--- config.mk ---
export PLATFORM = sky130hd
export DESIGN_NAME = note_voice_stack_unit
export DESIGN_NICKNAME = d
export VERILOG_FILES = /design/src/rtl/nvs_pkg.sv /design/src/rtl/note_voice_stack_unit.sv /design/src/rtl/nvs_ram.sv /design/src/rtl/nvs_front.sv /design/src/rtl/nvs_engine.sv
export SDC_FILE = /design/constraint.sdc
export NUM_CORES = 1
export LEC_CHECK = 0
export BUFFER_PORTS_ARGS = -buffer_cell sky130_fd_sc_hd__clkbuf_2
export CELL_PAD_IN_SITES_DETAIL_PLACEMENT = 1
export CELL_PAD_IN_SITES_GLOBAL_PLACEMENT = 1
export CORE_MARGIN = 2
export CORE_UTILIZATION = 42
export DETAILED_ROUTE_END_ITERATION = 10
export MAX_ROUTING_LAYER = met4
export PLACE_DENSITY = 0.7
export SYNTH_ARGS = -nofsm -noshare
export SYNTH_HDL_FRONTEND = slang
export SYNTH_SLANG_ARGS = --single-unit
--- constraint.sdc ---
create_clock -name clk -period 5.9 [get_ports clk]
set_clock_uncertainty 0.05 [all_clocks]
set_input_delay 1.18 -clock clk [delete_from_list [all_inputs] [get_ports clk]]
set_output_delay 1.18 -clock clk [all_outputs]
set_load 0.02 [all_outputs]
--- src/rtl/nvs_pkg.sv ---
// Package for the note voice stack: command codes, item structs and the
// decoded request that passes from the front end to the sequencer.
// No dependencies.
`timescale 1ns / 1ps
`default_nettype none

package nvs_pkg;

  localparam int NOTE_W  = 7;
  localparam int LEVEL_W = 7;
  localparam int CMD_W   = 3;

  typedef enum logic [CMD_W-1:0] {
    CMD_ADD     = 3'd0,
    CMD_REMOVE  = 3'd1,
    CMD_SUS_ON  = 3'd2,
    CMD_SUS_OFF = 3'd3,
    CMD_RELEASE = 3'd4,
    CMD_TOUCH   = 3'd5,
    CMD_CLEAR   = 3'd6,
    CMD_QUERY   = 3'd7
  } cmd_t;

  typedef struct packed {
    logic [CMD_W-1:0]   cmd;
    logic [NOTE_W-1:0]  note;
    logic [LEVEL_W-1:0] value;
  } in_item_t;

  typedef struct packed {
    logic               stolen_valid;
    logic [NOTE_W-1:0]  stolen_note;
    logic               removed_valid;
    logic [NOTE_W-1:0]  deleted_note;
    logic [LEVEL_W-1:0] removed_level;
    logic               newest_valid;
    logic [NOTE_W-1:0]  newest_note;
    logic [3:0]         active_count;
    logic [3:0]         sustained_count;
    logic [LEVEL_W-1:0] peak_pressure;
    logic [LEVEL_W-1:0] recent_velocity;
    logic               note_sustained;
  } out_item_t;

  // one stored voice
  typedef struct packed {
    logic [NOTE_W-1:0]  note;
    logic [LEVEL_W-1:0] level;
  } voice_entry_t;

  // classified command; query sets no flag
  typedef struct packed {
    logic add;
    logic remove;
    logic touch;
    logic sus_on;
    logic sus_off;
    logic release_sus;
    logic clear;
  } op_flags_t;

  typedef struct packed {
    op_flags_t          op;
    logic [NOTE_W-1:0]  note;
    logic [LEVEL_W-1:0] value;
  } op_req_t;

  typedef struct packed {
    logic    valid;
    op_req_t req;
  } req_chan_t;

endpackage

`default_nettype wire

--- src/rtl/note_voice_stack_unit.sv ---
// Note voice stack, last-note-priority voice allocator: an ordered stack of
// held notes, oldest first, kept as a ring in a small RAM. Items enter a
// two-deep request queue (push/full) and every item gives exactly one result
// through a two-deep result queue (empty/pop). The sequencer handles one
// request at a time and makes one pass over the held voices through the
// single read port of the voice RAM; an add that steals the oldest voice
// first reads it out in a steal state. Remove passes over the notes held
// before it. No clearing pass is needed after reset.
// Uses nvs_pkg, nvs_front and nvs_engine.
`timescale 1ns / 1ps
`default_nettype none

module note_voice_stack_unit #(
  parameter int VOICE_COUNT = 8
) (
  input  wire logic               clk,
  input  wire logic               rst_n,
  input  wire logic               in_push,
  output logic                    in_full,
  input  wire nvs_pkg::in_item_t  in_item,
  output logic                    out_empty,
  input  wire logic               out_pop,
  output nvs_pkg::out_item_t      out_item
);

  import nvs_pkg::*;

  req_chan_t req_chan;
  logic      req_take;

  nvs_front u_front (
    .clk      (clk),
    .rst_n    (rst_n),
    .in_push  (in_push),
    .in_full  (in_full),
    .in_item  (in_item),
    .req_chan (req_chan),
    .req_take (req_take)
  );

  nvs_engine #(
    .VOICE_COUNT (VOICE_COUNT)
  ) u_engine (
    .clk       (clk),
    .rst_n     (rst_n),
    .req_chan  (req_chan),
    .req_take  (req_take),
    .out_empty (out_empty),
    .out_pop   (out_pop),
    .out_item  (out_item)
  );

endmodule

`default_nettype wire

--- src/rtl/nvs_ram.sv ---
// Generic single-write, single-read RAM with a registered read port.
// No dependencies.
`timescale 1ns / 1ps
`default_nettype none

module nvs_ram #(
  parameter int WIDTH = 14,
  parameter int DEPTH = 8
) (
  input  wire logic                                  clk,
  input  wire logic                                  we,
  input  wire logic [(DEPTH > 1 ? $clog2(DEPTH) : 1)-1:0] waddr,
  input  wire logic [WIDTH-1:0]                      wdata,
  input  wire logic [(DEPTH > 1 ? $clog2(DEPTH) : 1)-1:0] raddr,
  output logic      [WIDTH-1:0]                      rdata
);

  logic [WIDTH-1:0] mem [DEPTH];

  always_ff @(posedge clk) begin
    if (we) begin
      mem[waddr] <= wdata;
    end
    rdata <= mem[raddr];
  end

endmodule

`default_nettype wire

--- src/rtl/nvs_front.sv ---
// Front end: accepts input items into a two-entry request queue and
// classifies each command into operation flags. Uses nvs_pkg.
`timescale 1ns / 1ps
`default_nettype none

module nvs_front (
  input  wire logic              clk,
  input  wire logic              rst_n,
  input  wire logic              in_push,
  output logic                   in_full,
  input  wire nvs_pkg::in_item_t in_item,
  output nvs_pkg::req_chan_t     req_chan,
  input  wire logic              req_take
);

  import nvs_pkg::*;

  op_req_t    q_r [2];
  op_req_t    q_nxt [2];
  logic [1:0] cnt_r, cnt_nxt;
  op_req_t    dec;
  logic       push, pop;

  always_comb begin
    dec       = '0;
    dec.note  = in_item.note;
    dec.value = in_item.value;
    unique case (cmd_t'(in_item.cmd))
      CMD_ADD:     dec.op.add         = 1'b1;
      CMD_REMOVE:  dec.op.remove      = 1'b1;
      CMD_SUS_ON:  dec.op.sus_on      = 1'b1;
      CMD_SUS_OFF: dec.op.sus_off     = 1'b1;
      CMD_RELEASE: dec.op.release_sus = 1'b1;
      CMD_TOUCH:   dec.op.touch       = 1'b1;
      CMD_CLEAR:   dec.op.clear       = 1'b1;
      CMD_QUERY:   dec.op             = '0;
      default:     dec.op             = '0;
    endcase
  end

  assign in_full        = (cnt_r == 2'd2);
  assign push           = in_push && !in_full;
  assign pop            = req_take && (cnt_r != 2'd0);
  assign req_chan.valid = (cnt_r != 2'd0);
  assign req_chan.req   = q_r[0];

  always_comb begin
    q_nxt   = q_r;
    cnt_nxt = cnt_r;
    case ({push, pop})
      2'b10: begin
        if (cnt_r == 2'd0) begin
          q_nxt[0] = dec;
        end else begin
          q_nxt[1] = dec;
        end
        cnt_nxt = cnt_r + 2'd1;
      end
      2'b01: begin
        q_nxt[0] = q_r[1];
        cnt_nxt  = cnt_r - 2'd1;
      end
      2'b11: begin
        // advance the head and refill behind it
        if (cnt_r == 2'd1) begin
          q_nxt[0] = dec;
        end else begin
          q_nxt[0] = q_r[1];
          q_nxt[1] = dec;
        end
      end
      default: ;
    endcase
  end

  always_ff @(posedge clk) begin
    if (!rst_n) begin
      cnt_r <= 2'd0;
    end else begin
      cnt_r <= cnt_nxt;
    end
    q_r <= q_nxt;
  end

endmodule

`default_nettype wire

--- src/rtl/nvs_engine.sv ---
// Back end: sequencer that carries out one request over the voice table RAM
// (a ring addressed from a base pointer) and queues results two deep.
// Uses nvs_pkg and nvs_ram.
`timescale 1ns / 1ps
`default_nettype none

module nvs_engine #(
  parameter int VOICE_COUNT = 8
) (
  input  wire logic               clk,
  input  wire logic               rst_n,
  input  wire nvs_pkg::req_chan_t req_chan,
  output logic                    req_take,
  output logic                    out_empty,
  input  wire logic               out_pop,
  output nvs_pkg::out_item_t      out_item
);

  import nvs_pkg::*;

  localparam int IW = (VOICE_COUNT > 1) ? $clog2(VOICE_COUNT) : 1;
  localparam int CW = $clog2(VOICE_COUNT + 1);
  localparam logic [CW:0]   V_SUM  = (CW+1)'(VOICE_COUNT);
  localparam logic [CW-1:0] V_CNT  = CW'(VOICE_COUNT);
  localparam logic [CW-1:0] ONE    = CW'(1);

  typedef enum logic [1:0] {ST_IDLE, ST_STEAL, ST_SCAN, ST_DONE} state_t;

  // logical slot k relative to the ring base
  function automatic logic [IW-1:0] phys(input logic [IW-1:0] b, input logic [CW-1:0] k);
    logic [CW:0] s;
    s = {{(CW+1-IW){1'b0}}, b} + {1'b0, k};
    if (s >= V_SUM) begin
      s = s - V_SUM;
    end
    return s[IW-1:0];
  endfunction

  state_t             state_r, state_nxt;
  op_req_t            op_r, op_nxt;
  logic [CW-1:0]      held_r, held_nxt;
  logic [CW-1:0]      sus_r, sus_nxt;
  logic [IW-1:0]      base_r, base_nxt;
  logic [LEVEL_W-1:0] vel_r, vel_nxt;
  logic [LEVEL_W-1:0] peak_r, peak_nxt;
  logic [CW-1:0]      rd_idx_r, rd_idx_nxt;
  logic               dv_r, dv_nxt;
  logic [CW-1:0]      d_idx_r, d_idx_nxt;
  logic               found_r, found_nxt;
  logic [LEVEL_W-1:0] rm_level_r, rm_level_nxt;
  logic [NOTE_W-1:0]  newest_r, newest_nxt;
  logic               hit_r, hit_nxt;
  logic [LEVEL_W-1:0] acc_r, acc_nxt;
  logic               st_v_r, st_v_nxt;
  logic [NOTE_W-1:0]  st_n_r, st_n_nxt;

  out_item_t          oq_r [2];
  out_item_t          oq_nxt [2];
  logic [1:0]         oq_cnt_r, oq_cnt_nxt;

  logic               ram_we;
  logic [IW-1:0]      ram_waddr, ram_raddr;
  voice_entry_t       ram_wdata;
  logic [$bits(voice_entry_t)-1:0] ram_rdata;
  voice_entry_t       ent;

  logic               iss, match, push, pop;
  logic [CW-1:0]      s_span, pos;
  logic [LEVEL_W-1:0] lvl;
  out_item_t          res;
  logic [CW+3:0]      held_x, sus_x;

  nvs_ram #(
    .WIDTH ($bits(voice_entry_t)),
    .DEPTH (VOICE_COUNT)
  ) u_ram (
    .clk   (clk),
    .we    (ram_we),
    .waddr (ram_waddr),
    .wdata (ram_wdata),
    .raddr (ram_raddr),
    .rdata (ram_rdata)
  );

  assign ent    = voice_entry_t'(ram_rdata);
  assign iss    = (state_r == ST_SCAN) && (rd_idx_r < held_r);
  assign match  = (ent.note == op_r.note);
  assign s_span = (sus_r < held_r) ? sus_r : held_r;
  assign held_x = {4'b0000, held_r};
  assign sus_x  = {4'b0000, sus_r};

  always_comb begin
    res                 = '0;
    res.stolen_valid    = st_v_r;
    res.stolen_note     = st_n_r;
    res.removed_valid   = found_r;
    res.deleted_note    = found_r ? op_r.note : '0;
    res.removed_level   = rm_level_r;
    res.newest_valid    = (held_r != '0);
    res.newest_note     = newest_r;
    res.active_count    = held_x[3:0];
    res.sustained_count = sus_x[3:0];
    res.peak_pressure   = peak_r;
    res.recent_velocity = vel_r;
    res.note_sustained  = hit_r;
  end

  assign push     = (state_r == ST_DONE) && (oq_cnt_r != 2'd2);
  assign pop      = out_pop && (oq_cnt_r != 2'd0);
  assign req_take = (state_r == ST_IDLE) && req_chan.valid;

  always_comb begin
    state_nxt    = state_r;
    op_nxt       = op_r;
    held_nxt     = held_r;
    sus_nxt      = sus_r;
    base_nxt     = base_r;
    vel_nxt      = vel_r;
    peak_nxt     = peak_r;
    rd_idx_nxt   = rd_idx_r;
    dv_nxt       = 1'b0;
    d_idx_nxt    = rd_idx_r;
    found_nxt    = found_r;
    rm_level_nxt = rm_level_r;
    newest_nxt   = newest_r;
    hit_nxt      = hit_r;
    acc_nxt      = acc_r;
    st_v_nxt     = st_v_r;
    st_n_nxt     = st_n_r;
    ram_we       = 1'b0;
    ram_waddr    = base_r;
    ram_wdata    = '0;
    ram_raddr    = base_r;
    pos          = d_idx_r;
    lvl          = ent.level;

    unique case (state_r)
      ST_IDLE: begin
        if (req_take) begin
          op_nxt       = req_chan.req;
          st_v_nxt     = 1'b0;
          st_n_nxt     = '0;
          found_nxt    = 1'b0;
          rm_level_nxt = '0;
          newest_nxt   = '0;
          hit_nxt      = 1'b0;
          rd_idx_nxt   = '0;
          acc_nxt      = req_chan.req.op.remove ? '0 :
                         req_chan.req.op.touch  ? req_chan.req.value : peak_r;
          state_nxt    = ST_SCAN;
          if (req_chan.req.op.add) begin
            if (held_r == V_CNT) begin
              // read the oldest voice before it is overwritten
              ram_raddr = base_r;
              state_nxt = ST_STEAL;
            end else begin
              ram_we          = 1'b1;
              ram_waddr       = phys(base_r, held_r);
              ram_wdata.note  = req_chan.req.note;
              ram_wdata.level = req_chan.req.value;
              held_nxt        = held_r + ONE;
              vel_nxt         = req_chan.req.value;
            end
          end
          if (req_chan.req.op.sus_on) begin
            sus_nxt = held_r;
          end
          if (req_chan.req.op.sus_off) begin
            sus_nxt = '0;
          end
          if (req_chan.req.op.release_sus) begin
            base_nxt = phys(base_r, s_span);
            held_nxt = held_r - s_span;
            sus_nxt  = '0;
          end
          if (req_chan.req.op.clear) begin
            held_nxt = '0;
            sus_nxt  = '0;
            vel_nxt  = '0;
            peak_nxt = '0;
          end
        end
      end

      ST_STEAL: begin
        st_v_nxt        = 1'b1;
        st_n_nxt        = ent.note;
        ram_we          = 1'b1;
        ram_waddr       = base_r;
        ram_wdata.note  = op_r.note;
        ram_wdata.level = op_r.value;
        base_nxt        = phys(base_r, ONE);
        vel_nxt         = op_r.value;
        state_nxt       = ST_SCAN;
      end

      ST_SCAN: begin
        if (iss) begin
          ram_raddr  = phys(base_r, rd_idx_r);
          rd_idx_nxt = rd_idx_r + ONE;
          dv_nxt     = 1'b1;
        end
        if (dv_r) begin
          if (op_r.op.remove && !found_r && match) begin
            // drop the first match and keep its level
            found_nxt    = 1'b1;
            rm_level_nxt = ent.level;
          end else begin
            if (op_r.op.remove && found_r) begin
              pos       = d_idx_r - ONE;
              ram_we    = 1'b1;
              ram_waddr = phys(base_r, pos);
              ram_wdata = ent;
            end
            if (op_r.op.touch && match) begin
              lvl             = op_r.value;
              ram_we          = 1'b1;
              ram_waddr       = phys(base_r, d_idx_r);
              ram_wdata.note  = ent.note;
              ram_wdata.level = op_r.value;
            end
            if (lvl > acc_r) begin
              acc_nxt = lvl;
            end
            newest_nxt = ent.note;
            if (match && (pos < sus_r)) begin
              hit_nxt = 1'b1;
            end
          end
        end
        if (!iss) begin
          state_nxt = ST_DONE;
          if (op_r.op.remove && found_nxt) begin
            held_nxt = held_r - ONE;
          end
          if (op_r.op.remove || op_r.op.touch) begin
            peak_nxt = acc_nxt;
          end
        end
      end

      ST_DONE: begin
        if (push) begin
          state_nxt = ST_IDLE;
        end
      end

      default: state_nxt = ST_IDLE;
    endcase
  end

  // result queue, head in slot 0
  always_comb begin
    oq_nxt     = oq_r;
    oq_cnt_nxt = oq_cnt_r;
    case ({push, pop})
      2'b10: begin
        if (oq_cnt_r == 2'd0) begin
          oq_nxt[0] = res;
        end else begin
          oq_nxt[1] = res;
        end
        oq_cnt_nxt = oq_cnt_r + 2'd1;
      end
      2'b01: begin
        oq_nxt[0]  = oq_r[1];
        oq_cnt_nxt = oq_cnt_r - 2'd1;
      end
      2'b11: begin
        oq_nxt[0] = res;
      end
      default: ;
    endcase
  end

  assign out_empty = (oq_cnt_r == 2'd0);
  assign out_item  = oq_r[0];

  always_ff @(posedge clk) begin
    if (!rst_n) begin
      state_r  <= ST_IDLE;
      held_r   <= '0;
      sus_r    <= '0;
      base_r   <= '0;
      vel_r    <= '0;
      peak_r   <= '0;
      dv_r     <= 1'b0;
      oq_cnt_r <= 2'd0;
    end else begin
      state_r  <= state_nxt;
      held_r   <= held_nxt;
      sus_r    <= sus_nxt;
      base_r   <= base_nxt;
      vel_r    <= vel_nxt;
      peak_r   <= peak_nxt;
      dv_r     <= dv_nxt;
      oq_cnt_r <= oq_cnt_nxt;
    end
    op_r       <= op_nxt;
    rd_idx_r   <= rd_idx_nxt;
    d_idx_r    <= d_idx_nxt;
    found_r    <= found_nxt;
    rm_level_r <= rm_level_nxt;
    newest_r   <= newest_nxt;
    hit_r      <= hit_nxt;
    acc_r      <= acc_nxt;
    st_v_r     <= st_v_nxt;
    st_n_r     <= st_n_nxt;
    oq_r       <= oq_nxt;
  end

endmodule

`default_nettype wire

==> results of run 1 <==
per-stage QoR:
step	util [%]	instance area, µm²
3_3_place_gp	44.0	16500
5_1_grt	47.5	17900
6_report	47.5	17900
4_1_cts	47.5	17900
2_1_floorplan	-	16000
3_5_place_dp	44.0	16500
metal layers:
layer | GRT usage, % | wire length, µm | vias to the layer above
met3 | 2.41 | 1410 | 61
met4 | 5.78 | 836 | 0
met1 | 24.9 | 15900 | 4477
met2 | 30.7 | 17200 | 198
met5 | - | 0 | -
li1 | - | - | 4130
worst max-delay path by stage:
| stage | startpoint | endpoint | slack (ps) | cells past startpoint |
|---|---|---|---|---|
| after floorplan | out_pop | u_engine.oq_r[0] | 1470 | 3 |
| after detailed placement | u_engine.op_r[9] | u_engine.acc_r[0] | 1790 | 11 |
| after global placement | u_engine.op_r[9] | u_engine.acc_r[2] | 1950 | 11 |
| final | u_engine.op_r[9] | u_engine.acc_r[2] | 1750 | 11 |
| after CTS | u_engine.op_r[9] | u_engine.acc_r[2] | 1770 | 11 |
| after global routing | u_engine.held_r[0] | u_engine.u_ram.mem[0][7] | 1420 | 8 |
layout make-up:
type / instances / area (µm²) / share of cell area, %
clock buffers: 54 / 1120 / 6.29
multi-input cells: 596 / 4850 / 27.2
flip-flops and latches: 363 / 10400 / 58.3
repair buffers: 92 / 500 / 2.80
clock inverters: 18 / 183 / 1.02
inverters: 41 / 154 / 0.862
well taps: 511 / 639 / 3.58
sequential cells by signal, summed over array words and instances, names as in the netlist, 14 cells and up:
name / cells
u_engine.oq_r: 54
u_engine.out_item: 54
u_engine.op_r: 16
u_engine.u_ram.mem: 112
u_front.req_chan: 21
u_front.q_r: 21
u_engine.u_ram.rdata: 14
Yosys cell counts, types with 3 or more instances:
cell type    n
clkbuf_1    30
nand2_1     48
o22ai_1      7
or3_1        3
or2_2        5
nand2b_1     9
a22oi_1     11
and2_1      35
a22o_1      18
a32o_1       4
a21o_1       3
a211oi_1    11
mux2_2      68
dfxtp_1     50
o21ai_0     30
mux2i_1    110
a21boi_0     4
a21oi_1     16
edfxtp_1   313
nor3_1      11
xor2_1      11
nor2b_1      9
buf_1        5
buf_2        4
and4_1       3
nor2_1      62
a222oi_1    14
ha_1        42
nand3_1      7
xnor2_1     10
inv_1       40
o32ai_1      3
fa_1         6
buf_4       60
cell families (layout without fill, tap and decap cells):
logic type      after synthesis  after routing  synth area share [%]
flops                       363            363                  65.2
buf+inv                     140            205                  4.74
mux                         178            178                  11.7
fa+ha+maj                    48             48                  4.05
xor+xnor                     23             23                  1.40
simple gates                206            206                  6.42
compound gates              141            141                  6.51
power by group:
part	leakage (nW)	switching, mW	internal (mW)
logic	2.88	1.61	1.09
clock network	0.638	0.980	1.47
registers	3.32	0.498	3.64
total	6.84	3.09	6.20
worst max-delay path, cell delays in order, from the launching register on:
cell and delay (ps):
edfxtp_1 430, xor2_1 190, nor4_4 530, nand2_1 430
mux2_2 420, ha_1 300, and4_1 240, o21ai_0 100
a31o_2 280, a41oi_2 480, mux2i_1 310, o22ai_1 110
==> results by group, run 1 <==
Global route
  – Maximum number of pins on one net before global-route repair: 57
  – Vias in the first global route: a little over 9000
  – First-pass GRT wire length: ~55 mm
  – Remaining global-route overflow: 0
  – GRT Resource Usage Total: around a fifth
  – Initial antenna violation count: 0

Hold path
  – Type of the most critical hold path: reg -> reg
  – Hold path cells: 0
  – Hold_sp: u_engine.d_idx_nxt[3]
  – Hold endpoint: u_engine.d_idx_r[3]

STA
  – Minimum clock period: 4150 ps
  – Setup violators final: 0
  – RSZ-0062 raised after global routing: no
  – Final count of pins violating max slew: 0
  – Fin crit share: slightly above 70%
  – Final TNS setup: 0 ps
  – Least-Margin Pin Slew: ~1200 ps
  – Final hold slack: 386 ps
  – Final worst slack: 1750 ps
  – Final Hold Fails: 0
  – Achievable Freq: 0.241 GHz
  – Slew headroom: between 10% and 20%

Die
  – Rows: between 70 and 80
  – Die height: about 200 µm
  – Die X-Extent: 199 µm
  – Core box area: roughly 0.038 mm²
  – Starting density of the core: a little over two fifths
  – # IOs: between 70 and 80
  – Die area: between 0.03 and 0.04 mm²

Synthesis
  – Synth unique cells: 63
  – Register area share after synthesis: about two thirds
  – Synth Instances: ~1100
  – Synthesized cell area: 0.0160 mm²
  – Mean post-synth cell area: 14.5 µm²
  – Area leader, netlist: edfxtp_1
  – Synth async-reset ratio: 0%
  – Top area cells in the synthesized netlist: edfxtp_1, mux2i_1, dfxtp_1
  – Main synth FF type: edfxtp_1
  – Synth warn: 0
  – Top-area cell type share of the netlist area: between 50 and 60%
  – Syn_nets: ~1200
  – Register bit total from synthesis: 363
  – Post-synth EDFFs: between 300 and 400

Pwr
  – Power Total: just over 9 mW
  – Leak pwr: just under 7 nW
  – VDD IR max: 212 µV
  – Power Dens Cells: 520 mW/mm²

Critical path
  – Critical path class: reg -> reg
  – Reg-to-reg slack, setup: 1750 ps
  – Worst Setup End Kind: flip-flop
  – Worst EP required: a little over 6000 ps
  – Worst R2R End: u_engine.acc_r[2]
  – Crit-path max FO: 9
  – Worst r2r path cells: 11
  – Reg-to-Reg Start: u_engine.op_r[9]
  – CP Launch Type: flip-flop
  – Worst EP arrival: between 4000 and 5000 ps

Outcome
  – Outcome: finished clean

Run
  – Max cap viols: 0

Final layout
  – Most common cell after layout, fill and taps aside: edfxtp_1
  – Commonest cells after routing, fill and taps aside: edfxtp_1, mux2i_1, clkbuf_2
  – Share of layout cells above drive strength 1: between 20 and 25%
  – Area growth, synth to finish: 11.9%
  – Fin nets: 1202
  – Diode count: 0
  – Non-Filler Instances: approximately 1700
  – Fillers: roughly 3700

Placement
  – RD Place Congestion: about 0.84
  – DPL Wire Length: about 24 mm
  – DP Cell Count: roughly 1600
  – Pre-CTS WS: 1790 ps
  – Port-buffer cells: 76

CTS
  – Worst-Skew Late Latency: ~530 ps
  – CTS max path bufs: 3
  – Max H-tree Level: 2
  – Post-CTS Setup Bufs: 0
  – Post-cts sizing count: 0
  – TritonCTS clock tree: built
  – CTS buffer count: 39
  – Reg clk slew, reported paths: 60 ps
  – Clock sink count: between 300 and 400
  – CTS Hold Bufs: 0
  – CTS root buffer: clkbuf_16

Detailed routing
  – Router iterations before antenna repair: 5
  – Via count: roughly 9000
  – Drt wl/cell: 21.1 µm
  – Final wirelength: around 35 mm
  – Via-per-instance ratio: approximately 5.3
  – Final ANT Viol Nets: 0
  – Detailed Route Iter0 Violations: approximately 630
  – DRC: 0
(Power assumes the default switching activity.)
==> run 2: changes to the inputs <==
ABC_AREA = 1   (was default)
PLACE_DENSITY = 0.76   (was 0.7)
clock period = 3.5 ns   (was 5.9 ns; I/O delays follow)
==> run 2 against run 1 <==
  * Power up 89%
  * Non-clock buffer count grew 27
  * Final cell count grew 29%
  * Combinational power is 120% higher
  * Via count up 26%
  * Register-to-register slack got worse by 1400 ps
  * Highest routed layer unchanged
  * Core utilization grew 0.36 points
  * Final area grew 3.4%
  * Area after synthesis up 2.4%
  * Fmax increased by 32%
==> results by group, run 2 <==
Synthesis
  – Synthesized cell area: 0.0163 mm²
  – Mux share of post-synthesis cell area: 0%
  – Synth Instances: between 1500 and 2000
  – Area leader, netlist: edfxtp_1
  – Compound-gate portion of the synthesized area: under 10%
  – Top-area cell type share of the netlist area: 57.5%
  – Register bit total from synthesis: 363
  – Synth unique cells: 42
  – Top area cells in the synthesized netlist: edfxtp_1, nand2_1, dfxtp_1
  – Post-Synth Adder-Cell Area: 3.95%
  – Main synth FF type: edfxtp_1
  – Largest family of logic cells by synthesized area: simple AND/OR/NAND/NOR gates
  – Post-synth EDFFs: between 300 and 400
  – Synth warn: 0
  – Register area share after synthesis: ~64%
  – Syn_nets: 1628
  – Synth Area in Simple Gates: around 14%
  – Mean post-synth cell area: 10.5 µm²
  – Synth async-reset ratio: 0%
  – Synth cell count leaders: nand2_1, edfxtp_1, inv_1
  – Dominant cell by count in the synthesized netlist: nand2_1
  – XOR/XNOR share of the synthesized area: less than 1%

Detailed routing
  – Drt wl/cell: around 20 µm
  – DRC: 0
  – Router iterations before antenna repair: 5
  – Via count: approximately 11000
  – Via-per-instance ratio: roughly 5.2
  – Final wirelength: 42.2 mm
  – Final ANT Viol Nets: 0
  – Detailed Route Iter0 Violations: ~770

Final layout
  – Fin util: a little under half
  – Most common cell after layout, fill and taps aside: nand2_1
  – Fillers: 4269
  – Share of layout cells above drive strength 1: roughly an eighth
  – Area growth, synth to finish: 13.0%
  – Top reg by flops: u_engine.u_ram.mem
  – Max reg flops: ~110
  – Fin nets: 1677
  – Commonest cells after routing, fill and taps aside: nand2_1, edfxtp_1, inv_1

Critical path
  – Worst Setup End Kind: flip-flop
  – Critical Path Max Stage Delay: roughly 430 ps
  – Critical path class: reg -> reg
  – CP dominant cell by count: nand2_1
  – CP Cell Sequence: inv_1 -> nand2_1 -> nand2_1 -> nand2_1 -> nor2_2 -> nand3_2 -> buf_4 -> nor2_1 -> o21bai_1 -> inv_1 -> ha_1 -> nand2_1 -> o21ai_0 -> nand3_1 -> o211ai_1 -> nand3b_4 -> inv_4 -> nand2_1 -> nand3_1 -> o21ai_0
  – Worst EP required: between 3000 and 4000 ps
  – CP Launch Type: flip-flop
  – Slowest CP cell: edfxtp_1
  – Worst EP arrival: roughly 3400 ps
  – Crit-path max FO: 9

CTS
  – Clock sink count: around 360
  – Worst-Skew Late Latency: 550 ps
  – CTS root buffer: clkbuf_16
  – TritonCTS clock tree: built
  – Reg clk slew, reported paths: about 60 ps
  – CTS max path bufs: 3
  – CTS buffer count: 39
  – Max H-tree Level: 2

Placement
  – RD Place Congestion: around 0.88
  – DPL Wire Length: 29.4 mm
  – Port-buffer cells: 76

Pwr
  – VDD IR max: ~360 µV
  – Power Dens Cells: 950 mW/mm²
  – Leak pwr: between 7 and 8 nW

Die
  – # IOs: 77
  – Die X-Extent: between 200 and 250 µm
  – Die height: 201 µm
  – Starting density of the core: between 40% and 50%
  – Core box area: about 0.039 mm²
  – Rows: about 70
  – Die area: ~0.040 mm²

STA
  – Slew headroom: ~36%
  – Final Hold Fails: 0
  – Final count of pins violating max slew: 0
  – Fin crit share: between 90% and 100%
  – Least-Margin Pin Slew: between 900 and 1000 ps
  – Final TNS setup: 0 ps
  – Setup violators final: 0
  – Minimum clock period: approximately 3200 ps
  – Achievable Freq: between 0.3 and 0.4 GHz

Global route
  – Vias in the first global route: roughly 12000
  – Initial antenna violation count: 2
  – Maximum number of pins on one net before global-route repair: 59
  – First-pass GRT wire length: about 66 mm
  – Remaining global-route overflow: 0
  – GRT Resource Usage Total: between 20% and 30%

Run
  – Max cap viols: 0

Hold path
  – Type of the most critical hold path: in -> reg

Outcome
  – Outcome: finished clean
-- run 2: stage by stage --
stage	std cells	instance area, µm²	total power [mW]	setup WS (ps)	hold slack [ps]
floorplan	1559	16300	11.1	482	346
global placement	2080	17000	12.8	464	387
detailed placement	2080	17000	13.2	229	392
CTS	2152	18400	17.6	211	295
global route	2159	18500	18.6	-4.12	296
finish	2159	18500	17.5	346	313
-- run 2: worst paths after layout --
kind	from	end	slack, ps	cells past startpoint
min reg2reg	u_engine.st_n_r[0]	u_engine.oq_r[46]	400	0
max reg2reg	u_engine.op_r[12]	u_engine.acc_r[2]	350	20
max	u_engine.op_r[12]	u_engine.acc_r[2]	350	20
min	in_item[2]	u_front.q_r[2]	310	1
-- run 2: layout make-up --
class | count | area [µm²] | share of cell area (%)
Antenna cell | 2 | 5.00 | 0.0271
Clock buffer | 53 | 1150 | 6.26
Clock inverter | 19 | 198 | 1.07
Inverter | 178 | 671 | 3.63
Multi-Input combinational cell | 907 | 4650 | 25.2
Sequential cell | 363 | 10400 | 56.3
Tap cell | 518 | 648 | 3.51
Timing Repair Buffer | 119 | 728 | 3.95
-- run 2: kinds of logic (layout without fill, tap and decap cells) --
logic type               count (synthesis)  in the layout
AND/OR/NAND/NOR                        592            592
flip-flops                             363            363
buffers and inverters                  289            369
AO/OA/AOI/OAI                          250            250
adder cells (fa/ha/maj)                 48             48
XOR/XNOR                                17             17
other                                    0              2
-- run 2: worst max-delay path, delay by kind of cell (launching register included) --
family                   cells  cell delay (ps)
AND/OR/NAND/NOR             11             1050
flip-flops                   1              430
adder cells (fa/ha/maj)      1              290
AO/OA/AOI/OAI                4              610
buffers and inverters        4              470
-- run 2: per-layer routing --
metal	vias up	part of all wire [%]	GRT usage, %
met1	5543	44	27.4
met4	0	2.2	5.96
met2	247	49	36.4
met5	-	0	-
met3	68	4.7	3.40
li1	5293	-	-
-- run 2: report_power, final --
group          switching (mW)  internal (mW)
Sequential              0.868           6.42
Clock                    1.73           2.56
Combinational            4.17           1.79
Total                    6.77           10.8
-- run 2: what timing repair did --
item	in CTS	in global routing
hold buffers	0	0
buffers inserted	0	5
setup endpoints to repair	0	9
resized for setup	0	7
==> run 3: changes to the inputs <==
CORE_MARGIN = default   (was 2)
CORE_UTILIZATION = 40   (was 42)
CTS_BUF_LIST = sky130_fd_sc_hd__clkbuf_8   (was default)
PLACE_DENSITY = 0.73   (was 0.76)
==> run 3 against run 2 <==
  * Register-to-register slack got worse by 50 ps
  * Global-route usage decreased by 0.089 points
  * Via count increased by 1.8%
  * Routed wire length rose by 0.94%
  * Hold slack worse by 120 ps
  * Setup slack worse by 55 ps
  * Power decreased by 1.7%
  * Core utilization down 1.9 points
  * Sequential share of layout area rose by 0.22 points
  * Fmax decreased by 1.7%
  * Highest routed layer unchanged
==> results by group, run 3 (synthesis results as in run 2) <==
Critical path
  – Worst EP arrival: 3550 ps
  – Worst EP required: 3840 ps
  – CP Cell Sequence: inv_1 -> nand2_1 -> nand2_1 -> nand2_1 -> nor2_1 -> nand3_2 -> nor2_1 -> o21bai_1 -> inv_1 -> ha_1 -> nand2_1 -> o21ai_0 -> nand3_1 -> o211ai_1 -> nand3b_2 -> inv_1 -> nand2_1 -> nand3_1 -> o21ai_0
  – Critical Path Max Stage Delay: 440 ps
  – Reg-to-reg slack, setup: approximately 300 ps
  – CP dominant cell by count: nand2_1
  – Critical path class: reg -> reg
  – Crit-path max FO: 7
  – Worst R2R End: u_engine.acc_r[1]
  – CP Launch Type: flip-flop
  – Reg-to-Reg Start: u_engine.op_r[11]
  – Worst r2r path cells: 19
  – Worst Setup End Kind: flip-flop
  – Slowest CP cell: edfxtp_1
  – Setup crit end: u_engine.acc_r[1]
  – Worst Setup SP: u_engine.op_r[11]

STA
  – Achievable Freq: 0.312 GHz
  – Setup violators final: 0
  – RSZ-0062 raised after global routing: no
  – Final TNS setup: 0 ps
  – Final count of pins violating max slew: 0
  – Final hold slack: 198 ps
  – Least-Margin Pin Slew: approximately 850 ps
  – Minimum clock period: between 3000 and 4000 ps
  – Fin crit share: between 90% and 100%
  – Slew headroom: a little over two fifths
  – Final Hold Fails: 0

CTS
  – Clock sink count: roughly 360
  – CTS max path bufs: 3
  – CTS Hold Bufs: 0
  – CTS root buffer: clkbuf_8
  – TritonCTS clock tree: built
  – Reg clk slew, reported paths: 70 ps
  – CTS buffer count: about 60
  – Worst-Skew Late Latency: between 600 and 700 ps
  – Max H-tree Level: 2

Detailed routing
  – Drt wl/cell: around 19 µm
  – Via-per-instance ratio: 5.15
  – Router iterations before antenna repair: 5
  – Detailed Route Iter0 Violations: between 600 and 700
  – Via count: about 11000
  – Final ANT Viol Nets: 0
  – Final wirelength: ~43 mm
  – DRC: 0

Final layout
  – Non-Filler Instances: around 2200
  – Most common cell after layout, fill and taps aside: nand2_1
  – Top reg by flops: u_engine.u_ram.mem
  – Diode count: 0
  – Max reg flops: about 110
  – Share of layout cells above drive strength 1: between 10 and 15%
  – Fin util: 46.0%
  – Commonest cells after routing, fill and taps aside: nand2_1, edfxtp_1, inv_1
  – Fin nets: 1697
  – Area growth, synth to finish: 12.5%

Placement
  – DP Cell Count: 2092
  – DPL Wire Length: 29.4 mm
  – RD Place Congestion: 0.934
  – Port-buffer cells: 76

Pwr
  – VDD IR max: between 300 and 400 µV
  – Leak pwr: between 7 and 8 nW
  – Power Total: between 15 and 20 mW
  – Power Dens Cells: between 900 and 1000 mW/mm²

Die
  – Die height: a little over 200 µm
  – Core box area: approximately 0.04 mm²
  – Starting density of the core: 40.8%
  – Rows: 73
  – # IOs: 77
  – Die area: about 0.042 mm²
  – Die X-Extent: 204 µm

Global route
  – Remaining global-route overflow: 0
  – GR Layer Usage met1: 26.7%
  – Initial antenna violation count: 0
  – GR Layer Usage met3: under 10%
  – Vias in the first global route: around 12000
  – Maximum number of pins on one net before global-route repair: 60
  – Busiest layer in global routing: met2
  – Met2 GRT Util: between 30% and 40%
  – GRT Resource Usage Total: a little over a fifth
  – First-pass GRT wire length: 66.9 mm

Outcome
  – Outcome: finished clean

Hold path
  – Type of the most critical hold path: in -> reg
  – Hold path cells: 1

Run
  – Max cap viols: 0
-- run 3: worst min-delay path by stage --
stage,from,to,slack (ps)
2_1_floorplan,u_engine.d_idx_nxt[3],u_engine.d_idx_r[3],350
3_3_place_gp,u_engine.d_idx_nxt[3],u_engine.d_idx_r[3],370
3_5_place_dp,u_engine.d_idx_nxt[3],u_engine.d_idx_r[3],370
4_1_cts,in_item[9],u_front.q_r[9],150
5_1_grt,in_item[9],u_front.q_r[9],170
6_report,in_item[9],u_front.q_r[9],200
-- run 3: critical path: cells and delay by family (launching register included) --
family                   cells  cell delay (ps)
AND/OR/NAND/NOR             11             1200
AO/OA/AOI/OAI                4              560
flip-flops                   1              440
buffers and inverters        3              370
adder cells (fa/ha/maj)      1              310
-- run 3: power breakdown --
group          total (mW)  internal (mW)  switching [mW]  leakage [nW]
Sequential           7.29           6.41           0.879          3.35
Combinational        5.94           1.80            4.14          3.55
Clock                4.00           2.23            1.77         0.711
Total                17.2           10.4            6.79          7.61
-- run 3: layer usage --
metal	vias to the layer above	part of all wire (%)
met5	-	0
met3	78	4.9
li1	5334	-
met4	0	2.4
met1	5648	44
met2	292	49
-- run 3: through the flow --
stage               worst slack (ps)  instance area [µm²]
global route                    33.6                18400
detailed placement               289                17100
CTS                              209                18400
finish                           291                18400
global placement                 493                17100
floorplan                        482                16300
-- run 3: layout make-up --
cell class / count / area, µm²
multi-input cells: 907 / 4630
well taps: 525 / 657
fillers: 4415 / 21600
clock inverters: 43 / 365
flip-flops and latches: 363 / 10400
inverters: 178 / 668
clock buffers: 68 / 936
repair buffers: 119 / 728
-- run 3: repair_timing --
item,in CTS,in global routing
endpoints found under the hold margin,0,0
endpoints found under the setup margin,0,5
resized for setup,0,2
buffers inserted,0,0
